==> src/hdl/tcw_pkg.sv <==
// Shared constants, datapath operation codes and status type for the text console writer.
package tcw_pkg;

    localparam int ADDR_W = 13;
    localparam int CHAR_W = 8;
    localparam int ATTR_W = 8;
    localparam int DATA_W = 16;

    localparam logic [DATA_W-1:0] BLANK_WORD  = 16'h0700;
    localparam logic [DATA_W-1:0] SCROLL_WORD = 16'h0C00;

    localparam logic [CHAR_W-1:0] CODE_NEWLINE   = 8'h0A;
    localparam logic [CHAR_W-1:0] CODE_RETURN    = 8'h0D;
    localparam logic [CHAR_W-1:0] CODE_BACKSPACE = 8'h08;

    localparam logic [ATTR_W-1:0] ATTR_RESET = 8'd10;

    typedef enum logic [4:0] {
        OP_NONE,
        OP_CLR,
        OP_LOAD,
        OP_RD_WRAP,
        OP_RD_TAKE,
        OP_PUT,
        OP_CR,
        OP_BS_STEP,
        OP_BLANK,
        OP_NL,
        OP_NEXT_ROW,
        OP_SCR_MOVE,
        OP_COPY_INIT,
        OP_COPY_RD,
        OP_COPY_WR,
        OP_FILL_INIT,
        OP_FILL,
        OP_FINISH
    } t_op;

    typedef struct packed {
        logic addr_hi;
        logic clr_last;
        logic col_zero;
        logic col_lt;
        logic put_wrap;
        logic last_row;
        logic fits;
        logic copy_last;
        logic fill_last;
    } t_dp_status;

endpackage

==> src/hdl/tcw_ctrl.sv <==
// Controller: sequences datapath operations for each beat and owns the handshakes.
module tcw_ctrl import tcw_pkg::*; (
    input  logic              i_clk,
    input  logic              i_rst_n,
    input  logic              i_valid,
    output logic              o_ready,
    input  logic              i_cmd,
    input  logic [CHAR_W-1:0] i_char_code,
    output logic              o_valid,
    input  logic              i_ready,
    input  t_dp_status        i_status,
    output t_op               o_op
);

    typedef enum logic [4:0] {
        S_CLEAR,
        S_IDLE,
        S_WRAP,
        S_TAKE,
        S_CR,
        S_BS,
        S_BLANK,
        S_PUT,
        S_NL,
        S_NROW,
        S_SCROLL,
        S_COPY_RD,
        S_COPY_WR,
        S_FILL_INIT,
        S_FILL,
        S_FINISH
    } t_state;

    t_state r_state;
    t_state n_state;
    logic   r_out_valid;
    logic   out_free;

    assign out_free = !r_out_valid || i_ready;
    assign o_ready  = r_state == S_IDLE;
    assign o_valid  = r_out_valid;

    always_comb begin
        n_state = r_state;
        o_op    = OP_NONE;
        case (r_state)
            S_CLEAR: begin
                o_op = OP_CLR;
                if (i_status.clr_last) begin
                    n_state = S_IDLE;
                end
            end
            S_IDLE: begin
                if (i_valid) begin
                    o_op = OP_LOAD;
                    if (i_cmd) begin
                        n_state = S_WRAP;
                    end else begin
                        case (i_char_code)
                            CODE_NEWLINE:   n_state = S_NL;
                            CODE_RETURN:    n_state = S_CR;
                            CODE_BACKSPACE: n_state = S_BS;
                            default:        n_state = S_PUT;
                        endcase
                    end
                end
            end
            S_WRAP: begin
                o_op = OP_RD_WRAP;
                if (!i_status.addr_hi) begin
                    n_state = S_TAKE;
                end
            end
            S_TAKE: begin
                o_op    = OP_RD_TAKE;
                n_state = S_FINISH;
            end
            S_CR: begin
                o_op    = OP_CR;
                n_state = S_FINISH;
            end
            S_BS: begin
                if (i_status.col_zero) begin
                    n_state = S_FINISH;
                end else begin
                    o_op    = OP_BS_STEP;
                    n_state = S_BLANK;
                end
            end
            S_BLANK: begin
                o_op    = OP_BLANK;
                n_state = S_FINISH;
            end
            S_PUT: begin
                o_op    = OP_PUT;
                n_state = i_status.put_wrap ? S_NROW : S_FINISH;
            end
            S_NL: begin
                if (i_status.col_lt) begin
                    o_op = OP_NL;
                end else begin
                    n_state = S_NROW;
                end
            end
            S_NROW: begin
                o_op    = OP_NEXT_ROW;
                n_state = i_status.last_row ? S_SCROLL : S_FINISH;
            end
            S_SCROLL: begin
                if (i_status.fits) begin
                    o_op    = OP_SCR_MOVE;
                    n_state = S_FILL_INIT;
                end else begin
                    o_op    = OP_COPY_INIT;
                    n_state = S_COPY_RD;
                end
            end
            S_COPY_RD: begin
                o_op    = OP_COPY_RD;
                n_state = S_COPY_WR;
            end
            S_COPY_WR: begin
                o_op    = OP_COPY_WR;
                n_state = i_status.copy_last ? S_FILL_INIT : S_COPY_RD;
            end
            S_FILL_INIT: begin
                o_op    = OP_FILL_INIT;
                n_state = S_FILL;
            end
            S_FILL: begin
                o_op = OP_FILL;
                if (i_status.fill_last) begin
                    n_state = S_FINISH;
                end
            end
            S_FINISH: begin
                if (out_free) begin
                    o_op    = OP_FINISH;
                    n_state = S_IDLE;
                end
            end
            default: begin
                n_state = S_IDLE;
            end
        endcase
    end

    always_ff @(posedge i_clk) begin
        if (!i_rst_n) begin
            r_state     <= S_CLEAR;
            r_out_valid <= 1'b0;
        end else begin
            r_state <= n_state;
            if (o_op == OP_FINISH) begin
                r_out_valid <= 1'b1;
            end else if (i_ready) begin
                r_out_valid <= 1'b0;
            end
        end
    end

    a_one_at_a_time: assert property (@(posedge i_clk) disable iff (!i_rst_n)
        (i_valid && o_ready) |=> !o_ready)
        else $error("second beat taken while one is in work");

    a_no_overwrite: assert property (@(posedge i_clk) disable iff (!i_rst_n)
        (o_op == OP_FINISH) |-> out_free)
        else $error("result register loaded while a result is pending");

    a_valid_source: assert property (@(posedge i_clk) disable iff (!i_rst_n)
        (o_valid && !$past(o_valid)) |-> $past(r_state == S_FINISH))
        else $error("result raised outside finish step");

endmodule

==> config.mk <==
export PLATFORM = sky130hd
export DESIGN_NAME = tcw_ctrl
export DESIGN_NICKNAME = d
export VERILOG_FILES = /design/src/hdl/tcw_pkg.sv /design/src/hdl/tcw_ctrl.sv
export SDC_FILE = /design/constraint.sdc
export NUM_CORES = 1
export LEC_CHECK = 0
export BUFFER_PORTS_ARGS = -buffer_cell sky130_fd_sc_hd__buf_2
export CAP_MARGIN = 10
export CORE_MARGIN = 2
export CORE_UTILIZATION = 43
export CTS_CLUSTER_DIAMETER = 80
export DETAILED_ROUTE_END_ITERATION = 10
export PLACE_DENSITY = 0.78
export SYNTH_ARGS = -nofsm -noshare
export SYNTH_HDL_FRONTEND = slang
export SYNTH_SLANG_ARGS = --single-unit
export TNS_END_PERCENT = 10
==> constraint.sdc <==
create_clock -name i_clk -period 1.5 [get_ports i_clk]
set_input_delay 0.225 -clock i_clk [delete_from_list [all_inputs] [get_ports i_clk]]
set_output_delay 0.225 -clock i_clk [all_outputs]
set_load 0.005 [all_outputs]
==> metrics.md <==
| Metric | Value |
|---|---|
| Die area | `2103 µm²` |
| Pre-antenna DRT Iters | `4` |
| Inserted Clock Buffers | `3` |
| Final Skew | `0.0002308 ns` |
| Slew Viols, Final | `0` |
| Setup WS pre-CTS | `-0.07952 ns` |
| Switching part of the total power | `38.71%` |
| Via count | `1,119` |
| ANT cells | `0` |
| Yosys cell types | `40` |
| Net load switching power | `0.0003447 W` |
| Core area | `1689 µm²` |
| Design internal power | `0.0005458 W` |
| Vias per cell | `6.251` |
| Largest net degree at the start of global routing | `15` |
| Startpoint Class | `register` |
| Port Buffers | `28` |
| Die Y | `45.86 µm` |
| Routed wire length | `2.868 mm` |
| Failing checks | `setup timing` |
| Setup TNS | `-0.7664 ns` |
| Syn Nets | `around 130` |
| CP max FO | `5` |
| GPL Wtd Cong | `roughly 0.87` |
| Crit path kind | `reg -> reg` |
| Clock Sinks | `5` |
| Worst-Margin Slew | `0.3009 ns` |
| Final #Nets | `185` |
| Comb pwr share | `63.9%` |
| Iteration-0 DRC count of the detailed router | `76` |
| Starting Density | `between 40% and 50%` |
| Clk_lat worst skew | `0.24 ns` |
| Clk buf depth | `2` |
| Synthesis Warnings | `0` |
| Run status | `finished, violations left` |
| Vias in the first global route | `868` |
| Area Growth Syn to Fin | `64.12%` |
| Number of flops mapped to enable cells by yosys | `0` |
| Antenna violations before repair | `0` |
| Async SR Flop Fraction | `0%` |
| Root Driver | `clkbuf_4` |
| GR Overflow Total | `0` |
| Pleak | `0.5457 nW` |
| Power share of the clock group | `17.0%` |
| Sequential power share | `a little under a fifth` |
| Routed length per instance | `16.02 µm` |
| Post-Synthesis Cell Area | `between 700 and 800 µm²` |
| Cts hold-fix bufs | `0` |
| Sequential-to-total area share from yosys stat | `13.29%` |
| Setup crit end kind | `register` |
| Fin worst setup slack | `-0.1260 ns` |
| Minimum clock period | `1.626 ns` |
| Worst min path class | `in -> reg` |
| CTS tree | `yes` |
| First-pass GRT wire length | `3.726 mm` |
| GR Util All Layers | `24.22%` |
| Primary FF master, synth | `dfxtp_1` |
| Pwr dens | `roughly 700 nW/µm²` |
| Width of the die | `45.86 µm` |
| Arrival @ worst endpoint | `around 1.8 ns` |
| Final count of negative-setup-slack endpoints | `9` |
| DRC Markers | `0` |
| Worst slew margin | `79.79%` |
| Final Hold Viols | `0` |
| Final Cycle Share | `108.4%` |
| Peak supply drop | `521.5 µV` |
| Worst Hold Slack | `0.2915 ns` |
| FF+latch count, synth | `5` |
| Syn_area_per_cell | `about 6.8 µm²` |
| Worst-path clk slew | `0.04 ns` |
| IO Pins | `29` |
| Num rows | `15` |
| Hpwl dp | `1.714 mm` |
| Post-synthesis cell count | `111` |
| Layout cells sized above 1 | `about 54%` |
| Unrepaired setup endpoints after global routing | `true` |
| CTS H-tree lvls | `1` |
| Final core occ | `73.19%` |
| Number of nets still failing antenna checks after routing | `0` |
| Max Cap Violations | `0` |
| F_max | `615.0 MHz` |
| CP required | `1.66 ns` |
## through the flow
stage | cells | total power (W) | cell area (µm²)
final | 179 | 0.0008905 | 1236
after global routing | 179 | 0.0009412 | 1236
after CTS | 170 | 0.0007745 | 1102
after detailed placement | 162 | 0.0005553 | 978.4
after global placement | 162 | 0.0005451 | 978.4
after floorplan | 111 | 0.0004165 | 753.2
## power groups by stage
| stage | clock network [W] | registers [W] | logic [W] |
|---|---|---|---|
| global placement | 0 | 0.000162 | 0.000383 |
| global route | 0.000166 | 0.000170 | 0.000606 |
| CTS | 0.000161 | 0.000166 | 0.000448 |
| finish | 0.000151 | 0.000170 | 0.000569 |
| detailed placement | 0 | 0.000164 | 0.000391 |
| floorplan | 0 | 0.000155 | 0.000262 |
## flip-flops by register name, indices dropped and copies added, names as in the netlist
name / cells
r_state: 4
o_valid: 1
## synth_stat cells (2+ instances only)
library cell | count | area share, %
nor2_2 | 2 | 1.7
and3b_1 | 2 | 2.3
dfxtp_1 | 5 | 13
o21ai_1 | 3 | 2.0
nand2b_1 | 3 | 2.5
clkbuf_1 | 2 | 1.0
nand3b_1 | 3 | 3.0
inv_1 | 5 | 2.5
and3_1 | 2 | 1.7
buf_2 | 4 | 2.7
a21oi_1 | 12 | 8.0
o22ai_1 | 6 | 5.0
buf_6 | 3 | 4.5
o21ai_0 | 6 | 4.0
nand4_2 | 2 | 3.3
nor2_1 | 11 | 5.5
nand3_1 | 7 | 4.7
nand4_1 | 2 | 1.7
o31ai_1 | 2 | 2.0
nand2_1 | 9 | 4.5
## cell type report
class | count | area [µm²]
clock buffers | 4 | 26.28
fillers | 128 | 452.9
inverters | 5 | 21.27
multi-input cells | 92 | 645.6
flip-flops and latches | 5 | 115.1
well taps | 17 | 21.27
repair buffers | 56 | 406.6
## worst max-delay path, cell delays in order, from the launching register on
cell and delay (ns):
dfxtp_4 0.35, buf_6 0.12, buf_6 0.12, nand3b_1 0.13, a21oi_4 0.08, nor4_4 0.36
nand4_2 0.19, o22ai_2 0.20
## metal layers
layer,up-vias,routed length (µm),GRT usage (%)
li1,516,-,-
met1,541,1111,29.65
met2,57,1539,41.67
met3,5,176,3.175
met4,0,41,10.29
met5,-,0,0
## final timing paths
kind / cells after the start / endpoint / startpoint / slack [ns]
hold / removal: 3 / r_state[2]$_SDFFE_PN0P_ / i_rst_n / 0.29
setup reg to reg: 7 / r_state[1]$_SDFFE_PN0P_ / r_state[2]$_SDFFE_PN0P_ / -0.13
setup / recovery: 7 / r_state[1]$_SDFFE_PN0P_ / r_state[2]$_SDFFE_PN0P_ / -0.13
hold reg to reg: 2 / r_state[0]$_SDFFE_PN0P_ / r_state[0]$_SDFFE_PN0P_ / 0.55
## placed cells by master (no fill, tap or decap), types with 2 or more instances in the layout
master    netlist  routed
a21oi_1        12      10
and3_1          2       2
and3b_1         2       2
buf_2           4      28
buf_4           0      20
buf_6           3       5
clkbuf_4        0       3
dfxtp_4         0       4
inv_1           5       3
nand2_1         9       7
nand2_2         0       2
nand2b_1        3       3
nand3_1         7       5
nand3_2         0       2
nand3b_1        3       3
nand4_1         2       2
nand4_2         2       2
nor2_1         11       9
nor2_2          2       3
o21ai_0         6       4
o21ai_1         3       4
o22ai_1         6       5
o31ai_1         2       2
## repair_timing
| action | CTS | global route |
|---|---|---|
| buffers inserted | 4 | 8 |
| gates cloned | 0 | 1 |
| gates resized for setup | 23 | 13 |
| pin swaps | 5 | 8 |
| endpoints found under the setup margin | 9 | 10 |
## logic make-up after synthesis
kind of cell    count (synthesis)  share of synthesized area (%)
mux                             1                          1.329
flops                           5                          13.29
compound gates                 40                          34.39
buf+inv                        14                          10.63
simple gates                   51                          40.37
Note: power is estimated with default switching activity, not from simulation.
